## src/ppa_pkg.sv

```systemverilog
// Shared types and constants for the polygon perimeter/area block.
package ppa_pkg;

  localparam int COORD_BITS   = 16;
  localparam int FRAC_BITS    = 8;
  localparam int MAX_VERTICES = 1024;
  localparam int LEN_BITS     = 36;
  localparam int AREA_BITS    = 41;
  localparam int CROSS_BITS   = 42;
  localparam int COUNT_BITS   = 11;
  localparam int COUNT_CAP    = (MAX_VERTICES < 2047) ? MAX_VERTICES : 2047;
  // squared edge length: two (COORD_BITS+1)^2 terms, scaled by 2^(2*FRAC_BITS)
  localparam int SQ_BITS      = 2 * (COORD_BITS + 1) + 1 + 2 * FRAC_BITS;
  localparam int ROOT_BITS    = (SQ_BITS + 1) / 2;
  localparam int PROD_BITS    = 2 * COORD_BITS;
  localparam int DIFF_BITS    = PROD_BITS + 1;
  localparam int QDEPTH       = 4;
  localparam int QPTR_BITS    = $clog2(QDEPTH);

  localparam logic [LEN_BITS-1:0]   LEN_MAX  = '1;
  localparam logic [AREA_BITS-1:0]  AREA_MAX = '1;
  localparam logic signed [CROSS_BITS-1:0] CROSS_HI = {1'b0, {(CROSS_BITS-1){1'b1}}};
  localparam logic signed [CROSS_BITS-1:0] CROSS_LO = {1'b1, {(CROSS_BITS-1){1'b0}}};

  localparam logic ADDR_CLOSED_PATH = 1'b0;

  typedef struct packed {
    logic signed [COORD_BITS-1:0] x_coord;
    logic signed [COORD_BITS-1:0] y_coord;
    logic                         last_vertex;
  } vertex_t;

  typedef struct packed {
    logic [LEN_BITS-1:0]   perimeter_q8;
    logic [AREA_BITS-1:0]  area_halves;
    logic [COUNT_BITS-1:0] vertex_count;
    logic                  saturated;
  } result_t;

  // edge as queued between front and back
  typedef struct packed {
    logic signed [COORD_BITS-1:0] ax;
    logic signed [COORD_BITS-1:0] ay;
    logic signed [COORD_BITS-1:0] bx;
    logic signed [COORD_BITS-1:0] by;
    logic                         is_first;  // opens a path, no edge
    logic                         is_close;  // closing edge, ends path
    logic                         is_final;  // emit result after this
    logic                         count_it;  // counts as a vertex
  } op_t;

  typedef enum logic [1:0] {
    BK_IDLE,
    BK_ROOT,
    BK_ACC,
    BK_OUT
  } back_state_t;

endpackage

```

## src/ppa_front.sv

```systemverilog
// Front end: holds first/previous vertex and turns each vertex into edge operations.
module ppa_front (
  input  logic            clk,
  input  logic            rst,
  input  logic            closed_path,
  input  logic            in_valid,
  output logic            in_stall,
  input  ppa_pkg::vertex_t in_word,
  output logic            op_valid,
  input  logic            op_stall,
  output ppa_pkg::op_t    op_word
);
  import ppa_pkg::*;

  logic signed [COORD_BITS-1:0] first_x, first_y, prev_x, prev_y;
  logic in_path;
  logic close_pending;  // closing edge still to issue
  logic signed [COORD_BITS-1:0] last_x, last_y;

  logic take;

  always_comb begin
    op_word = '0;
    if (close_pending) begin
      op_word.ax = last_x;
      op_word.ay = last_y;
      op_word.bx = first_x;
      op_word.by = first_y;
      op_word.is_close = 1'b1;
      op_word.is_final = 1'b1;
    end else begin
      op_word.ax = prev_x;
      op_word.ay = prev_y;
      op_word.bx = in_word.x_coord;
      op_word.by = in_word.y_coord;
      op_word.is_first = !in_path;
      op_word.count_it = 1'b1;
      op_word.is_final = in_word.last_vertex && !closed_path;
    end
  end

  assign op_valid = close_pending || in_valid;
  assign in_stall = close_pending || op_stall;
  assign take     = in_valid && !in_stall;

  always_ff @(posedge clk) begin
    if (rst) begin
      in_path <= 1'b0;
      close_pending <= 1'b0;
      first_x <= '0;
      first_y <= '0;
      prev_x <= '0;
      prev_y <= '0;
    end else begin
      if (close_pending && !op_stall) begin
        close_pending <= 1'b0;
      end
      if (take) begin
        prev_x <= in_word.x_coord;
        prev_y <= in_word.y_coord;
        last_x <= in_word.x_coord;
        last_y <= in_word.y_coord;
        if (!in_path) begin
          first_x <= in_word.x_coord;
          first_y <= in_word.y_coord;
        end
        in_path <= !in_word.last_vertex;
        close_pending <= in_word.last_vertex && closed_path;
      end
    end
  end

endmodule

```

## src/ppa_queue.sv

```systemverilog
// Short FIFO of edge operations between front and back.
module ppa_queue (
  input  logic          clk,
  input  logic          rst,
  input  logic          wr_valid,
  output logic          wr_stall,
  input  ppa_pkg::op_t  wr_word,
  output logic          rd_valid,
  input  logic          rd_stall,
  output ppa_pkg::op_t  rd_word
);
  import ppa_pkg::*;

  op_t entries [QDEPTH];
  logic [QPTR_BITS-1:0] wr_ptr, rd_ptr;
  logic [QPTR_BITS:0]   fill;
  logic push, pop;

  assign wr_stall = (fill == (QPTR_BITS+1)'(QDEPTH));
  assign rd_valid = (fill != '0);
  assign rd_word  = entries[rd_ptr];
  assign push     = wr_valid && !wr_stall;
  assign pop      = rd_valid && !rd_stall;

  always_ff @(posedge clk) begin
    if (push) begin
      entries[wr_ptr] <= wr_word;
    end
  end

  always_ff @(posedge clk) begin
    if (rst) begin
      wr_ptr <= '0;
      rd_ptr <= '0;
      fill <= '0;
    end else begin
      if (push) wr_ptr <= wr_ptr + 1'b1;
      if (pop) rd_ptr <= rd_ptr + 1'b1;
      fill <= fill + (QPTR_BITS+1)'(push) - (QPTR_BITS+1)'(pop);
    end
  end

endmodule

```

## src/ppa_back.sv

```systemverilog
// Back end: edge length by bit-serial square root, cross terms, saturating sums.
module ppa_back (
  input  logic             clk,
  input  logic             rst,
  input  logic             op_valid,
  output logic             op_stall,
  input  ppa_pkg::op_t     op_word,
  output logic             out_valid,
  input  logic             out_stall,
  output ppa_pkg::result_t out_word
);
  import ppa_pkg::*;

  back_state_t state, state_next;

  op_t cur;
  logic [SQ_BITS-1:0]   rem;
  logic [ROOT_BITS-1:0] root;
  logic [$clog2(ROOT_BITS+1)-1:0] step;
  logic signed [DIFF_BITS-1:0] cross_term;

  logic [LEN_BITS-1:0]   length_sum;
  logic signed [CROSS_BITS-1:0] cross_sum;
  logic [COUNT_BITS-1:0] count;
  logic                  overflow_seen;

  logic take;
  assign op_stall = (state != BK_IDLE);
  assign take = op_valid && !op_stall;
  assign out_valid = (state == BK_OUT);

  // load path
  logic [COORD_BITS:0] dx, dy;
  logic signed [COORD_BITS:0] ddx, ddy;
  logic [2*COORD_BITS+1:0] dx_sq, dy_sq;
  always_comb begin
    ddx = $signed({op_word.bx[COORD_BITS-1], op_word.bx})
          - $signed({op_word.ax[COORD_BITS-1], op_word.ax});
    ddy = $signed({op_word.by[COORD_BITS-1], op_word.by})
          - $signed({op_word.ay[COORD_BITS-1], op_word.ay});
    dx = ddx[COORD_BITS] ? (COORD_BITS+1)'(-ddx) : ddx;
    dy = ddy[COORD_BITS] ? (COORD_BITS+1)'(-ddy) : ddy;
    dx_sq = dx * dx;
    dy_sq = dy * dy;
  end

  // one root bit per cycle, restoring method
  logic [SQ_BITS-1:0] trial;
  logic [$clog2(ROOT_BITS+1)-1:0] bitpos;
  always_comb begin
    bitpos = ($clog2(ROOT_BITS+1))'(ROOT_BITS - 1) - step;
    trial  = (SQ_BITS'(root) << (bitpos + 1)) | (SQ_BITS'(1) << (2 * bitpos));
  end

  always_comb begin
    state_next = state;
    case (state)
      BK_IDLE: if (take) state_next = op_word.is_first ? BK_ACC : BK_ROOT;
      BK_ROOT: if (step == ($clog2(ROOT_BITS+1))'(ROOT_BITS - 1)) state_next = BK_ACC;
      BK_ACC:  state_next = cur.is_final ? BK_OUT : BK_IDLE;
      BK_OUT:  if (!out_stall) state_next = BK_IDLE;
      default: state_next = BK_IDLE;
    endcase
  end

  logic [LEN_BITS:0] len_add;
  logic signed [CROSS_BITS+1:0] cross_add;
  logic [CROSS_BITS-1:0] cross_abs;
  always_comb begin
    len_add   = {1'b0, length_sum} + (LEN_BITS+1)'(root);
    cross_add = (CROSS_BITS+2)'(cross_sum) + (CROSS_BITS+2)'(cross_term);
    cross_abs = cross_sum[CROSS_BITS-1] ? CROSS_BITS'(-cross_sum) : CROSS_BITS'(cross_sum);
  end

  always_ff @(posedge clk) begin
    if (rst) begin
      state <= BK_IDLE;
      length_sum <= '0;
      cross_sum <= '0;
      count <= '0;
      overflow_seen <= 1'b0;
    end else begin
      state <= state_next;
      case (state)
        BK_IDLE: begin
          if (take) begin
            cur   <= op_word;
            root  <= '0;
            step  <= '0;
            rem   <= (SQ_BITS'(dx_sq) + SQ_BITS'(dy_sq)) << (2 * FRAC_BITS);
            cross_term <= DIFF_BITS'(op_word.ax * op_word.by)
                          - DIFF_BITS'(op_word.bx * op_word.ay);
            if (op_word.is_first) begin
              length_sum <= '0;
              cross_sum <= '0;
              count <= COUNT_BITS'(1);
              overflow_seen <= 1'b0;
            end
          end
        end
        BK_ROOT: begin
          step <= step + 1'b1;
          if (rem >= trial) begin
            rem  <= rem - trial;
            root <= root | (ROOT_BITS'(1) << bitpos);
          end
        end
        BK_ACC: begin
          if (!cur.is_first) begin
            if (len_add[LEN_BITS]) begin
              length_sum <= LEN_MAX;
              overflow_seen <= 1'b1;
            end else begin
              length_sum <= len_add[LEN_BITS-1:0];
            end
            if (cross_add > (CROSS_BITS+2)'(CROSS_HI)) begin
              cross_sum <= CROSS_HI;
              overflow_seen <= 1'b1;
            end else if (cross_add < (CROSS_BITS+2)'(CROSS_LO)) begin
              cross_sum <= CROSS_LO;
              overflow_seen <= 1'b1;
            end else begin
              cross_sum <= cross_add[CROSS_BITS-1:0];
            end
            if (cur.count_it) begin
              if (count < COUNT_BITS'(COUNT_CAP)) count <= count + 1'b1;
              else overflow_seen <= 1'b1;
            end
          end
        end
        BK_OUT: ;
        default: ;
      endcase
    end
  end

  // closing edge only appears in closed mode; the area overflow is judged here
  logic area_sat;
  always_comb begin
    area_sat = cur.is_close && cross_abs[CROSS_BITS-1];
    out_word.perimeter_q8 = length_sum;
    out_word.area_halves  = !cur.is_close ? '0 :
                            area_sat ? AREA_MAX : cross_abs[AREA_BITS-1:0];
    out_word.vertex_count = count;
    out_word.saturated    = overflow_seen || area_sat;
  end

endmodule

```

## src/polygon_perimeter_area.sv

```systemverilog
// Top level: APB register, front end, op queue and arithmetic back end.
//  channel | signals                          | word
//  in      | in_valid / in_stall / in_word     | vertex_t
//  out     | out_valid / out_stall / out_word  | result_t
//  cfg     | APB psel..pready                  | closed_path at 0x0
// An edge runs through the back-end steps load, ROOT_BITS square root steps
// (one bit each) and accumulate; a path's opening vertex skips the root steps.
// A closed path's last vertex adds one closing edge; the result word is held
// while out_stall is high.
// in_stall rises while the 4-word queue is full or the closing edge is issued.
// rst is synchronous; it clears the path state and sets closed_path to 1.
module polygon_perimeter_area (
  input  logic             clk,
  input  logic             rst,
  input  logic             psel,
  input  logic             penable,
  input  logic             pwrite,
  input  logic [1:0]       paddr,
  input  logic [31:0]      pwdata,
  output logic [31:0]      prdata,
  output logic             pready,
  input  logic             in_valid,
  output logic             in_stall,
  input  ppa_pkg::vertex_t in_word,
  output logic             out_valid,
  input  logic             out_stall,
  output ppa_pkg::result_t out_word
);
  import ppa_pkg::*;

  logic closed_path;
  logic f_valid, f_stall, b_valid, b_stall;
  op_t  f_word, b_word;

  assign pready = 1'b1;
  assign prdata = (paddr[1] == ADDR_CLOSED_PATH) ? {31'b0, closed_path} : '0;

  always_ff @(posedge clk) begin
    if (rst) begin
      closed_path <= 1'b1;
    end else if (psel && penable && pwrite && paddr[1] == ADDR_CLOSED_PATH) begin
      closed_path <= pwdata[0];
    end
  end

  ppa_front u_front (
    .clk, .rst, .closed_path,
    .in_valid, .in_stall, .in_word,
    .op_valid(f_valid), .op_stall(f_stall), .op_word(f_word)
  );

  ppa_queue u_queue (
    .clk, .rst,
    .wr_valid(f_valid), .wr_stall(f_stall), .wr_word(f_word),
    .rd_valid(b_valid), .rd_stall(b_stall), .rd_word(b_word)
  );

  ppa_back u_back (
    .clk, .rst,
    .op_valid(b_valid), .op_stall(b_stall), .op_word(b_word),
    .out_valid, .out_stall, .out_word
  );

  a_area_closed: assert property (@(posedge clk) disable iff (rst)
    out_valid && !out_word.saturated |-> out_word.area_halves <= AREA_MAX)
    else $error("area out of range");
  a_out_hold: assert property (@(posedge clk) disable iff (rst)
    out_valid && out_stall |=> out_valid)
    else $error("result dropped while stalled");
  a_count_nonzero: assert property (@(posedge clk) disable iff (rst)
    out_valid |-> out_word.vertex_count != '0)
    else $error("result with zero vertices");

endmodule

```

## config.mk

```make
export PLATFORM = sky130hd
export DESIGN_NAME = polygon_perimeter_area
export DESIGN_NICKNAME = d
export VERILOG_FILES = /design/src/ppa_pkg.sv /design/src/ppa_front.sv /design/src/ppa_queue.sv /design/src/ppa_back.sv /design/src/polygon_perimeter_area.sv
export SDC_FILE = /design/constraint.sdc
export NUM_CORES = 2
export LEC_CHECK = 0
export BUFFER_PORTS_ARGS = -buffer_cell sky130_fd_sc_hd__buf_2
export CORE_ASPECT_RATIO = 0.6
export CORE_UTILIZATION = 24
export DETAILED_ROUTE_END_ITERATION = 6
export GPL_TIMING_DRIVEN = 1
export SYNTH_ARGS = -nofsm -noshare
export SYNTH_HDL_FRONTEND = slang
export SYNTH_SLANG_ARGS = --single-unit
```

## constraint.sdc

```tcl
create_clock -name clk -period 12.1 [get_ports clk]
set_input_delay 1.21 -clock clk [delete_from_list [all_inputs] [get_ports clk]]
set_output_delay 1.21 -clock clk [all_outputs]
set_load 0.05 [all_outputs]
```

After elaboration in Yosys (flattened, before gate mapping) --
Memories as Yosys holds them, arrays and structs flattened. A register that Yosys moved wholly into a read port is not among the register bits. Cells that the tools add are included.
Word-level totals: register bits 317, word-level logic and storage cells 163, input port bits 74, memory bits (writable) 272, memories kept 1, output and inout port bits 124
Cells by class: reductions and logical operators 33, $lt $le $gt $ge 4, multipliers 4, equal/unequal tests 13, shift-type cells 3, multiplexer cells 57, bitwise logic cells 5, add/subtract/negate cells 18
Memory list:
- u_queue.entries | depth 4, width 68, read ports 1, clocked after memory_dff 1, write ports 1, RTL line ppa_queue.sv:14 | op_t entries [QDEPTH];
Operators with widths (number):
- $mux 42 | 6
- $mux 36 | 4
- $mux 51 | 2
- $pmux 51 s2 | 1
- $pmux 42 s2 | 1
- $mux 41 | 2
- $pmux 36 s2 | 1
- $mul 17x17->34 | 2
- $mul 16x16->32 | 2
- $mux 64 | 1
- $mux 11 | 5
- $mux 26 | 2
- $pmux 26 s2 | 1
- $ge 51x51->1 | 1
- $or 51x51->51 | 1
- $shl 1x6->51 const A | 1
- $shl 26x32->51 | 1
- $sub 51x51->51 | 1
- $gt 44x42->1 const B | 1
- $lt 44x42->1 const B | 1
- $add 42x33->43 | 1
- $neg 42->42 | 1
- $add 36x26->37 | 1
- $add 34x34->35 | 1
- 38 further kinds | 96

Depth between registers and ports, before layout --
depth in word-level cells 8, gate-level depth with buffers 50, gate-level depth less buffers 46

Hierarchy --
Synthesis repeated with hierarchy kept, for this count alone.
Second synthesis, totals: cells, all modules 7260, area total of the unflattened synthesis 71558.6 µm²
Modules (own cells, without submodules):
- ppa_back | instances 1, cells an instance 6445, area each 56424.1 µm², seq. area each 5415.2 µm²
- ppa_queue | instances 1, cells an instance 408, area each 10312.4 µm², seq. area each 8348.0 µm²
- ppa_front | instances 1, cells an instance 367, area each 4506.8 µm², seq. area each 2282.2 µm²
- polygon_perimeter_area | instances 1, cells an instance 40, area each 315.3 µm², seq. area each 20.0 µm²

Worst setup path after synthesis --
Ideal clock, no wire load.
path kind reg-to-reg, start point register (tool-made name), end point register u_back.rem[47] (data pin), library setup time 0.269 ns, clock period less this slack 12.117 ns, cell stages (with the launch flop) 44, arrival 11.848 ns, data required time 11.831 ns, path buffers 6, path slack -0.017 ns, cells stage by stage dfxtp_1 > buf_1 > buf_1 > clkbuf_1 > buf_1 > nand2_1 > o21ai_1 > clkinv_1 > ha_1 > a21oi_1 > nor2b_1 > o21a_1 > o2111ai_1 > a31oi_1 > o21a_1 > o31ai_1 > o21a_1 > xnor2_1 > (+8 left out) > inv_1 > fa_1 > fa_1 > inv_1 > fa_1 > inv_1 > fa_1 > ha_1 > a21oi_1 > o21ai_0 > nor2_1 > a21oi_1 > a41oi_1 > o41ai_1 > o41ai_1 > xnor2_1 > a221oi_1 > o21ai_0
RTL lines:
- to (signal assigned) | RTL line ppa_back.sv:90 | rem <= (SQ_BITS'(dx_sq) + SQ_BITS'(dy_sq)) << (2 * FRAC_BITS);
- to (signal assigned) | RTL line ppa_back.sv:104 | rem <= rem - trial;
- to (decl) | RTL line ppa_back.sv:17 | logic [SQ_BITS-1:0] rem;

==> results <==
- The run finished, with violations left.
- The checks that failed: DRC.
- During I/O placement, the number of pins put on the boundary was roughly 200.
- In this run the tightest slew margin relative to its limit is 0.03539.
- The clock sink total is 591.
- For met3 alone, demand over resource in global routing was 0.06217.
- Yosys attributes the largest share of cell area to fa_1 (28%), edfxtp_1 (18%), ha_1 (9.9%).
- Clock skew on the completed layout was measured at 63.20 ps.
- In this run the tool buffered the top-level ports with 133 buffer cells.
- In this run, synthesis inferred 423 flip-flops with an integrated enable.
- The count of max-cap constraint violations is 0.
- The most used routing layer in global routing is met1.
- In the routed layout, each cell is associated on average with a via count of between 4 and 5.
- The remaining routing DRC violations is 2.
- The worst-case clock buffer depth is 3.
- Once detail routing completed, the nets flagged for antenna violations numbered 0.
- The number of buffer and inverter instances along the worst setup path is 9.
- In the global route stage, overall resource usage came out at 0.1437.
- Counting flops with an async set or reset pin after synthesis yields a share of 0.
- The final worst-path cycle share is 0.9621.
- The worst hold path was traced through 2 stages.
- The clock-pin slew on the worst setup and hold paths is approximately 70 ps.
- The initial core utilization is 0.2417.
- Dividing the synthesized area by the synthesized cell count gives about 9.5 um^2.
- The data arrival time of the worst path is ~12000 ps.
- The core area is approximately 0.3 mm^2.
- The footprint of the multi-input gates is 0.04955 mm^2.
- For the pin with the worst max-slew slack, the measured transition is between 1000 and 1500 ps.
- The data required time at the worst endpoint is roughly 13000 ps.
- The hold path endpoint is u_front.first_x[3].
- The critical path runs through a total of 40 cells.
- The number of instances in the synthesized netlist is 7500.
- The final count of negative-setup-slack endpoints is 0.
- In this run the cell area measured after placement is slightly below 0.08 mm^2.
- The area growth from synthesis to layout is 12.10%.
- The number of hold-repair buffers added at the cts stage is 0.
- The total overflow left after global routing is 0.
- The kind of cell adding the most delay to the critical path is adder cells.
- The last weighted congestion value of the routability-driven placer is approximately 0.96.
- The routed design has about 220000 um of wire.
- The number of antenna violations at the first check in global routing came to 4.
- The total number of nets in the final design is about 9300.
- The root buffer cell chosen for the clock tree is clkbuf_16.
- In this run the cell area of the synthesized design comes to a little over 0.07 mm^2.
- The synthesized flop and latch total is a little under 600.
- The largest net degree at the start of global routing is between 70 and 80.
- Setup repair after global routing left no endpoint under its margin.
- Of the synthesized area, sequential elements account for 0.2260.
- The total negative slack for setup checks is 0 ps.
- For the worst flop-to-flop path, the logic depth is 40.
- The slack of the worst reg-to-reg path is roughly 460 ps.
- Detailed placement ended at an HPWL of about 180000 um.
- The largest area contributor in the synthesized netlist is fa_1.
- The share of synthesized area in the top cell type comes to 0.2768.
- The start-to-end type of the worst setup path is register to register.
- The die covers roughly 0.3 mm^2.
- The first global-routing pass estimated roughly 330000 um of wire.
- TritonCTS created 56 clock buffers.
- For this run, the leading register cell type out of synthesis is edfxtp_1.
- STA classifies the critical path endpoint as a register.
- The endpoint identified for the worst register-to-register timing path is u_back.rem[50].
- The H-tree was split into 2 levels.
- In the global route stage, met2 resource usage came out at 0.1670.
- The path class of the lowest-slack min-delay path is register to register.
- In the final layout, the share of cells above drive strength 1 is 0.09552.
- The clock tree from TritonCTS is yes.
- The post-route core utilization is 0.2710.
- The longest individual stage delay on the worst path is about 670 ps.
- The clock latency on the worst-skew pair is roughly 700 ps.
- The final instance area is around 0.08 mm^2.
- The distinct cell type count after synthesis is 80.
- The slowest stage of the critical path belongs to the cell fa_1.
- The die extent in x is between 700 and 800 um.
- In this run the most critical hold path is launched from u_front.first_x[3].
- After floorplanning, the core was divided into between 150 and 200 placement rows.
- In this run the worst path has a maximum fanout of 16.
- The Yosys warning count is 0.
- Summing all flip-flop and latch instances after layout gives about 0.016 mm^2.
- The number of detailed-routing iterations run before antenna repair is 7.
- STA classifies the critical path startpoint as a register.
- In this run the vertical extent of the chip is ~420 um.
- The average routed wire per standard cell is 18.67 um.
- The number of global-route vias before repair is between 50000 and 60000.
- The highest attainable clock frequency is around 86 MHz.
- The final route contains about 54000 vias.
- The smallest clock period supported by the final layout is computed as ~12000 ps.
- The count of filler cells inserted in the layout is between 30000 and 40000.
- The final count of pins violating max slew is 0.
- The met1 demand-to-capacity share in global routing is 0.2382.
- By instance count, the cell type seen most on the critical path is fa_1.
- The final hold violation count was 0.
- The first routing iteration left roughly 5600 violations.
-- flip-flops by register name, summed over array words and instances, names as in the netlist, named ones only --
signal	cells
closed_path	1
u_back.count	11
u_back.cross_sum	42
u_back.cross_term	33
u_back.cur	4
u_back.length_sum	36
u_back.overflow_seen	1
u_back.rem	51
u_back.root	26
u_back.state	2
u_back.step	5
u_front.close_pending	1
u_front.first_x	16
u_front.first_y	16
u_front.in_path	1
u_front.last_x	16
u_front.last_y	16
u_front.prev_x	16
u_front.prev_y	16
u_queue.entries	272
u_queue.fill	3
u_queue.rd_ptr	2
u_queue.wr_ptr	2
-- metrics by stage --
step / std cells / setup slack [ps] / hold WS (ps)
after floorplan: 7554 / 165.3 / 432.9
after detailed placement: 11530 / 194.6 / 442.8
after global routing: 11650 / 0.8793 / 469.2
after CTS: 11640 / 172.6 / 452.2
final: 11650 / 459.0 / 451.2
after global placement: 11530 / 225.0 / 438.6
-- per-layer routing --
layer  wire, um  up-vias
met1     112200    26200
met3      31790      116
met5          0        -
li1           -    24750
met2      72080     2448
met4       1445        0
-- final cells by class --
class | instances | share of cell area
Inverter | 1261 | 0.05945
Timing Repair Buffer | 385 | 0.03332
Clock inverter | 26 | 0.002889
Clock buffer | 79 | 0.01946
Multi-Input combinational cell | 5405 | 0.6218
Sequential cell | 591 | 0.2018
Antenna cell | 2 | 0.00006281
Tap cell | 3900 | 0.06124
-- repair_timing --
| action | CTS | global route |
|---|---|---|
| endpoints found under the hold margin | 0 | 0 |
| gates resized for setup | 0 | 55 |
| buffers inserted | 0 | 10 |
| endpoints found under the setup margin | 0 | 12 |
-- cell families after synthesis --
family,share of synthesized area
fa+ha+maj,0.3754
compound gates,0.1032
buf+inv,0.08440
flops,0.2260
xor+xnor,0.04276
other cells,0.0001057
simple gates,0.1258
mux,0.04226
-- placed cells by master, fill, tap and decap left out, types with 74 or more instances in the layout --
cell and n:
inv_1 1236, fa_1 982, nand2_1 942, nor2_1 602
ha_1 560, edfxtp_1 423, a21oi_1 340, buf_4 244
o21ai_0 224, xnor2_1 191, dfxtp_1 165, xor2_1 139
buf_2 132, a21o_1 127, mux2_2 113, nand3_1 78
a31oi_1 74
-- cell usage after synthesis, types with 29 or more instances --
cell type and count:
buf_4 32, ha_1 560, nand3_1 78, o21ai_0 231, or3_1 35, a21oi_1 342, fa_1 983, o31ai_1 30
buf_1 29, o21bai_1 30, or2_2 29, nor3_1 63, a211oi_1 31, inv_1 1241, nand2_1 942, edfxtp_1 423
and3_1 41, a31oi_1 79, a21o_1 127, nor2b_1 68, clkbuf_1 231, and2_1 61, o21a_1 62, xor2_1 143
mux2_2 113, mux4_2 48, mux2i_1 65, xnor2_1 204, nand2b_1 63, a21boi_0 42, nor2_1 612, dfxtp_1 168
-- worst max path at each step --
stage	end	slack (ps)
2_1_floorplan	u_back.rem[47]	170
3_3_place_gp	u_back.rem[47]	230
3_5_place_dp	u_back.rem[47]	190
4_1_cts	u_back.rem[47]	170
5_1_grt	u_back.rem[50]	0.9
6_report	u_back.rem[50]	460
-- worst register-to-register path: cells and delay by family (launching register included) --
family | cells | cell delay (ps)
fa+ha+maj | 10 | 4960
compound gates | 14 | 2830
buf+inv | 9 | 1310
simple gates | 4 | 1060
xor+xnor | 2 | 480
flops | 1 | 440
mux | 1 | 340
Power is not shown: default switching activity piles up to over one toggle a cycle in this logic, so the estimate is an artifact.
